## src/hw/rtl/wgm_pkg.sv

```systemverilog
// ----------------------------------------------------------------------------
// wgm_pkg: shared types and constants for the wildcard glob matcher
// Holds the operation codes, the wildcard byte values and the control
// bundle that the top level broadcasts to every matcher cell.
// ----------------------------------------------------------------------------
`timescale 1ns / 1ps

package wgm_pkg;

  // Operation carried in the input tuser field.
  typedef enum logic [1:0] {
    OP_CLEAR   = 2'd0,
    OP_APPEND  = 2'd1,
    OP_SUBJECT = 2'd2,
    OP_END     = 2'd3
  } wgm_op_t;

  // Wildcard bytes in a pattern.
  localparam logic [7:0] STAR_BYTE = 8'h2A;
  localparam logic [7:0] ANY_BYTE  = 8'h3F;

  // Control broadcast from the top level to the cell row.
  typedef struct packed {
    logic       restart;    // drop all positions but position zero
    logic       advance;    // step the automaton by one subject byte
    logic       wr_en;      // store a pattern byte at the write pointer
    logic [7:0] char_value; // pattern or subject byte
  } wgm_ctrl_t;

endpackage

```

## src/hw/rtl/wgm_cell.sv

```systemverilog
// ----------------------------------------------------------------------------
// wgm_cell: one pattern position of the matcher
// Holds one pattern byte and the active bit of its position. It takes the
// star skip and the match step from the cell below and hands its own to
// the cell above. Star runs are folded on load, so the skip crosses at
// most one cell.
// ----------------------------------------------------------------------------
`timescale 1ns / 1ps

module wgm_cell
  import wgm_pkg::*;
#(
  parameter int IDX   = 0,
  parameter int LEN_W = 6
) (
  input  logic             clk,
  input  logic             rst_n,
  input  wgm_ctrl_t        ctrl,
  input  logic [LEN_W-1:0] wr_ptr,
  input  logic [LEN_W-1:0] clen,
  input  logic             skip_in,
  input  logic             fwd_in,
  output logic             skip_out,
  output logic             fwd_out,
  output logic             closed
);

  localparam logic [LEN_W-1:0] MY_POS = LEN_W'(IDX);
  localparam logic RESTART_VAL = (IDX == 0);

  logic [7:0] byte_r;
  logic       act_r;
  logic       act_nxt;
  logic       live;
  logic       is_star;
  logic       hit;

  // Pattern byte store; only read once the position is inside the pattern.
  always_ff @(posedge clk) begin
    if (ctrl.wr_en && (wr_ptr == MY_POS)) begin
      byte_r <= ctrl.char_value;
    end
  end

  assign live    = (MY_POS < clen);
  assign is_star = (byte_r == STAR_BYTE);
  assign hit     = (byte_r == ctrl.char_value) || (byte_r == ANY_BYTE);

  // A star below may match empty, which opens this position as well.
  assign closed   = act_r | skip_in;
  assign skip_out = act_r & is_star & live;
  assign fwd_out  = closed & ~is_star & live & hit;

  // Next active bit: a star keeps itself, a match opens the position above.
  always_comb begin
    act_nxt = act_r;
    if (ctrl.restart) begin
      act_nxt = RESTART_VAL;
    end else if (ctrl.advance) begin
      act_nxt = (closed & is_star & live) | fwd_in;
    end
  end

  always_ff @(posedge clk) begin
    if (!rst_n) begin
      act_r <= RESTART_VAL;
    end else begin
      act_r <= act_nxt;
    end
  end

endmodule

```

## src/hw/rtl/wildcard_glob_matcher.sv

```systemverilog
// ----------------------------------------------------------------------------
// wildcard_glob_matcher: whole-string '*' / '?' pattern matcher
// A pattern is loaded byte by byte into a row of cells, then a subject is
// streamed through; an end transfer reports whether the whole subject matched.
//
//   Channel  Direction  tdata                     tuser
//   in_      slave      [7:0] char_value          [1:0] op
//   out_     master     [0] matched,              none
//                       [1] pattern_too_long
//
// All positions of the cell row step together, so one item is accepted per
// clock while in_tready is high. An end transfer's result is registered and
// appears on out_ the cycle after acceptance.
// Reset needs no clearing pass.
// The input stalls only while a result is held and out_tready is low.
// ----------------------------------------------------------------------------
`timescale 1ns / 1ps

module wildcard_glob_matcher
  import wgm_pkg::*;
#(
  parameter int MAX_PATTERN = 32
) (
  input  logic       clk,
  input  logic       rst_n,
  input  logic       in_tvalid,
  output logic       in_tready,
  input  logic [7:0] in_tdata,   // [7:0] char_value
  input  logic [1:0] in_tuser,   // [1:0] op
  output logic       out_tvalid,
  input  logic       out_tready,
  output logic [7:0] out_tdata   // [0] matched, [1] pattern_too_long, [7:2] zero
);

  localparam int LEN_W = $clog2(MAX_PATTERN + 1);
  localparam logic [LEN_W-1:0] FULL_LEN = LEN_W'(MAX_PATTERN);

  logic             accept;
  wgm_op_t          op;
  logic [7:0]       char_value;
  wgm_ctrl_t        ctrl;

  logic [LEN_W-1:0] raw_len_r, raw_len_nxt;
  logic [LEN_W-1:0] clen_r, clen_nxt;
  logic             last_star_r, last_star_nxt;
  logic             ovf_r, ovf_nxt;
  logic             tail_r, tail_nxt;
  logic             store_en;

  logic [MAX_PATTERN:0] skip_c;
  logic [MAX_PATTERN:0] fwd_c;
  logic [MAX_PATTERN:0] closed_vec;
  logic                 match_hit;

  logic             out_valid_r, out_valid_nxt;
  logic [1:0]       out_data_r, out_data_nxt;

  // Input transfer and field decode.
  assign in_tready  = out_tready | ~out_valid_r;
  assign accept     = in_tvalid & in_tready;
  assign op         = wgm_op_t'(in_tuser);
  assign char_value = in_tdata;

  // Append: a star right after a stored star adds nothing and is folded away,
  // but it still counts toward the length limit.
  assign store_en = accept && (op == OP_APPEND) && (raw_len_r != FULL_LEN) &&
                    !((char_value == STAR_BYTE) && last_star_r);

  always_comb begin
    ctrl.restart    = accept && (op != OP_SUBJECT);
    ctrl.advance    = accept && (op == OP_SUBJECT);
    ctrl.wr_en      = store_en;
    ctrl.char_value = char_value;
  end

  // Pattern length, folded length and overflow flag.
  always_comb begin
    raw_len_nxt   = raw_len_r;
    clen_nxt      = clen_r;
    last_star_nxt = last_star_r;
    ovf_nxt       = ovf_r;
    if (accept) begin
      case (op)
        OP_CLEAR: begin
          raw_len_nxt   = '0;
          clen_nxt      = '0;
          last_star_nxt = 1'b0;
          ovf_nxt       = 1'b0;
        end
        OP_APPEND: begin
          if (raw_len_r == FULL_LEN) begin
            ovf_nxt = 1'b1;
          end else begin
            raw_len_nxt   = raw_len_r + 1'b1;
            last_star_nxt = (char_value == STAR_BYTE);
            if (store_en) begin
              clen_nxt = clen_r + 1'b1;
            end
          end
        end
        default: begin
        end
      endcase
    end
  end

  // Row of matcher cells, one per pattern position.
  assign skip_c[0] = 1'b0;
  assign fwd_c[0]  = 1'b0;

  for (genvar i = 0; i < MAX_PATTERN; i++) begin : g_cell
    wgm_cell #(
      .IDX   (i),
      .LEN_W (LEN_W)
    ) u_cell (
      .clk      (clk),
      .rst_n    (rst_n),
      .ctrl     (ctrl),
      .wr_ptr   (clen_r),
      .clen     (clen_r),
      .skip_in  (skip_c[i]),
      .fwd_in   (fwd_c[i]),
      .skip_out (skip_c[i+1]),
      .fwd_out  (fwd_c[i+1]),
      .closed   (closed_vec[i])
    );
  end

  // Position past the last cell; it never holds a star.
  assign closed_vec[MAX_PATTERN] = tail_r | skip_c[MAX_PATTERN];

  always_comb begin
    tail_nxt = tail_r;
    if (ctrl.restart) begin
      tail_nxt = 1'b0;
    end else if (ctrl.advance) begin
      tail_nxt = fwd_c[MAX_PATTERN];
    end
  end

  // The subject matched if the position at the end of the pattern is open and the pattern did not overflow.
  assign match_hit = closed_vec[clen_r] & ~ovf_r;

  // Result register.
  always_comb begin
    out_valid_nxt = out_valid_r;
    out_data_nxt  = out_data_r;
    if (out_tready) begin
      out_valid_nxt = 1'b0;
    end
    if (accept && (op == OP_END)) begin
      out_valid_nxt = 1'b1;
      out_data_nxt  = {ovf_r, match_hit};
    end
  end

  always_ff @(posedge clk) begin
    if (!rst_n) begin
      raw_len_r   <= '0;
      clen_r      <= '0;
      last_star_r <= 1'b0;
      ovf_r       <= 1'b0;
      tail_r      <= 1'b0;
      out_valid_r <= 1'b0;
    end else begin
      raw_len_r   <= raw_len_nxt;
      clen_r      <= clen_nxt;
      last_star_r <= last_star_nxt;
      ovf_r       <= ovf_nxt;
      tail_r      <= tail_nxt;
      out_valid_r <= out_valid_nxt;
    end
  end

  always_ff @(posedge clk) begin
    out_data_r <= out_data_nxt;
  end

  assign out_tvalid = out_valid_r;
  assign out_tdata  = {6'b0, out_data_r};

endmodule
```

## config.mk

```make
export PLATFORM = sky130hd
export DESIGN_NAME = wildcard_glob_matcher
export DESIGN_NICKNAME = d
export VERILOG_FILES = /design/src/hw/rtl/wgm_pkg.sv /design/src/hw/rtl/wgm_cell.sv /design/src/hw/rtl/wildcard_glob_matcher.sv
export SDC_FILE = /design/constraint.sdc
export NUM_CORES = 1
export LEC_CHECK = 0
export BUFFER_PORTS_ARGS = -buffer_cell sky130_fd_sc_hd__buf_2
export CAP_MARGIN = 25
export CORE_MARGIN = 8
export CORE_UTILIZATION = 60
export CTS_CLUSTER_SIZE = 8
export DETAILED_ROUTE_END_ITERATION = 16
export GPL_TIMING_DRIVEN = 0
export PLACE_DENSITY = 0.76
export SLEW_MARGIN = 20
export SYNTH_ARGS = -nofsm -noshare
export SYNTH_HDL_FRONTEND = slang
export SYNTH_SLANG_ARGS = --single-unit
```

## constraint.sdc

```tcl
create_clock -name clk -period 7.22 [get_ports clk]
set_input_delay 0.722 -clock clk [delete_from_list [all_inputs] [get_ports clk]]
set_output_delay 0.722 -clock clk [all_outputs]
set_load 0.02 [all_outputs]
```

==> metrics <==
status finished, final reports clean; number of synthesized flops with an enable pin 258; Synth top area share 0.4914; worst hold path depth 2; io pins 24; drt pass-1 iters 5; top_reg_cell synth edfxtp_1; row count 59; R2R Path End g_cell[14].u_cell.byte_r[5]$_DFFE_PP_; CTS root buffer clkbuf_16; critical path type primary input to flop; port bufs 14; setup TNS 0 ps; Synth Area in Compound Gates 0.1035; via-per-instance ratio 6.593; Critical Path RT 7380 ps; RSZ-0062 raised after global routing no; Worst-Skew Late Latency 540 ps; Starting Density 0.6085; Cell variety after synth 81; clk_skew 20.42 ps; fin. max-slew vios 0; Area after DPL 16290 um2; largest cells by area after synthesis edfxtp_1, xnor2_1, dfxtp_1, nor2_1, nand4_1; # setup viols final 0; Post-CTS Setup Inserts 0; ANT nets after route 0; number of H-tree levels 2; Most Crowded Layer GR met2; Gate Count Post-Synth 1406; DRC 0; WP data arrival 4320 ps; share of cells above drive strength 1 0.08687; Tmin final 4167 ps; Cell Pwr Density 232.7 nW/um2; endpoints failing hold 0; Clock Path Buffers 3; CTS tree done; vias 12150; reg2reg start raw_len_r[0]$_SDFFE_PN0P_; post-route worst setup slack 3053 ps; die area 31720 um2; nets 1493; Post-Syn Area per Cell 11.21 um2; M2 GR Usage 0.4702; mux contribution to synthesized area 0.001270; largest net degree at the start of global routing 34; HP Class flop to flop; hold_buf cts 0; FF-to-FF setup slack 3840 ps; Synth warnings 0; die height 178.1 um; P_leak 5.498 nW; GRT Total Usage 0.3032; post-route design area 17580 um2; placed cells 1761; fill cell total of the finished layout 1878; hold_sp tail_r$_SDFFE_PP0P_; CTS sink count 306; register area share after synthesis 0.5523; Num CTS Buffers 44; first-pass GRT wire length 71.11 mm; period utilization 0.5772; r2r worst-path depth 8; Synth Area in Adders 0.004762; relative slew slack 0.2604; PostCTS Resize Cnt 0; VDD IR-drop max 233.3 uV; Final GP Congestion 1.030; Synth Area in XOR/XNOR 0.1467; mapped cell area 15770 um2; Area growth, synth to finish 11.50%; critical path endpoint category flop; Die Width 178.1 um; Clock Pin Slew Worst Setup and Hold Paths 50 ps; GR Layer Usage met3 0.06816; worst slew pin tran 1101 ps; Yosys reg bits 306; fmax 0.2400 GHz; CP max FO 33; startpoint types primary input; drt initial violations 1372; core area 25910 um2; dpl ws 2643 ps; grt met1 use 0.3978; MaxCap Viol Count 0; Async SR Flop Fraction 0; final wirelength 47.90 mm; Hold EP tail_r$_SDFFE_PP0P_; Wirelength per Cell 25.99 um; Post-Synth Simple-Gate Area 0.1657; initial antenna violation count 0; vias in the first global route 11960; grt total ovfl 0; largest family of logic cells by synthesized area simple AND/OR/NAND/NOR gates; dpl hpwl 31.59 mm; ant diodes 0; fin cells 1843; area leader, netlist edfxtp_1
[layout make-up]
class,instances,area [um2],area share
plain buffers,69,339.1,0.01929
clock buffers,78,1250,0.07110
clock inverters,3,26.28,0.001495
inverters,17,63.81,0.003630
multi-input cells,1019,6690,0.3806
flip-flops and latches,306,8708,0.4954
well taps,335,419.2,0.02384
repair buffers,16,82.58,0.004697
[worst max path at each step]
stage / from / endpoint / cells after the start
after floorplan: in_tdata[1] / g_cell[31].u_cell.byte_r[0]$_DFFE_PP_ / 6
after global placement: in_tdata[7] / g_cell[31].u_cell.byte_r[1]$_DFFE_PP_ / 7
after detailed placement: in_tdata[7] / g_cell[14].u_cell.byte_r[5]$_DFFE_PP_ / 8
after CTS: in_tdata[7] / g_cell[14].u_cell.byte_r[5]$_DFFE_PP_ / 8
after global routing: in_tdata[7] / g_cell[14].u_cell.byte_r[5]$_DFFE_PP_ / 8
final: in_tdata[0] / g_cell[14].u_cell.byte_r[5]$_DFFE_PP_ / 8
[power breakdown]
group	internal, mW	switching [mW]	total (mW)	leakage [nW]
sequential	1.93	0.0136	1.94	2.71
combinational	0.0781	0.172	0.251	2.18
clock	1.16	0.734	1.89	0.607
[state kept, by name (all words and copies together), names as in the netlist]
register	flops
tail_r	1
clen_r	6
out_tvalid	1
out_data_r	2
g_cell.u_cell.byte_r	256
last_star_r	1
ovf_r	1
raw_len_r	6
g_cell.u_cell.act_r	32
[routing by layer]
layer  share of wire  vias up  wire length (um)
li1                -     5360                 -
met1            0.39     5936             18690
met2            0.45      707             21340
met3            0.11      147              5454
met4           0.050        0              2412
met5               0        -                 0
[worst max-delay path, cell delays in order]
cell	delay, ps
buf_2	660
buf_2	410
nor4bb_1	100
and4b_1	250
a2111oi_2	450
buf_2	330
nand2_1	440
nor3_1	930
[logic make-up (layout without fill, tap and decap cells)]
family | count (synthesis) | count (layout)
XOR/XNOR | 264 | 264
flip-flops | 306 | 306
buffers and inverters | 86 | 183
AO/OA/AOI/OAI | 241 | 241
AND/OR/NAND/NOR | 500 | 500
other | 1 | 6
adder cells (fa/ha/maj) | 6 | 6
multiplexers | 2 | 2
[stage by stage]
stage | hold slack, ps | total power [mW] | util
6_report | 477.9 | 4.090 | 0.6784
2_1_floorplan | 431.3 | 2.122 | -
3_5_place_dp | 453.6 | 2.220 | 0.6288
3_3_place_gp | 440.1 | 2.215 | 0.6281
4_1_cts | 461.2 | 4.093 | 0.6781
5_1_grt | 499.6 | 4.191 | 0.6784
[layout by cell type (no fill, tap or decap), types with 21 or more instances in the layout]
cell type / instances
buf_2: 51
clkbuf_16: 45
xor2_1: 38
nand4_1: 75
nand3_1: 29
nor3_1: 28
o21ai_0: 46
a21oi_1: 50
clkbuf_1: 52
edfxtp_1: 258
nand2_1: 78
xnor2_1: 226
o21ai_1: 21
dfxtp_1: 48
nor2_1: 158
nor4_1: 31
[synth_stat cells, types with 9 or more instances]
library cell and instances:
or3_1 14, nand4_1 75, dfxtp_1 48, o21ai_1 20
nor4_1 31, xor2_1 38, nor3_1 29, a31oi_1 16
nor2_1 158, inv_1 15, buf_2 37, nand2_1 78
nand2b_1 10, xnor2_1 226, and3_1 12, a21oi_1 50
o31ai_1 10, edfxtp_1 258, buf_4 9, o21ai_0 47
nand3_1 29, clkbuf_1 19
(Power assumes the default switching activity.)
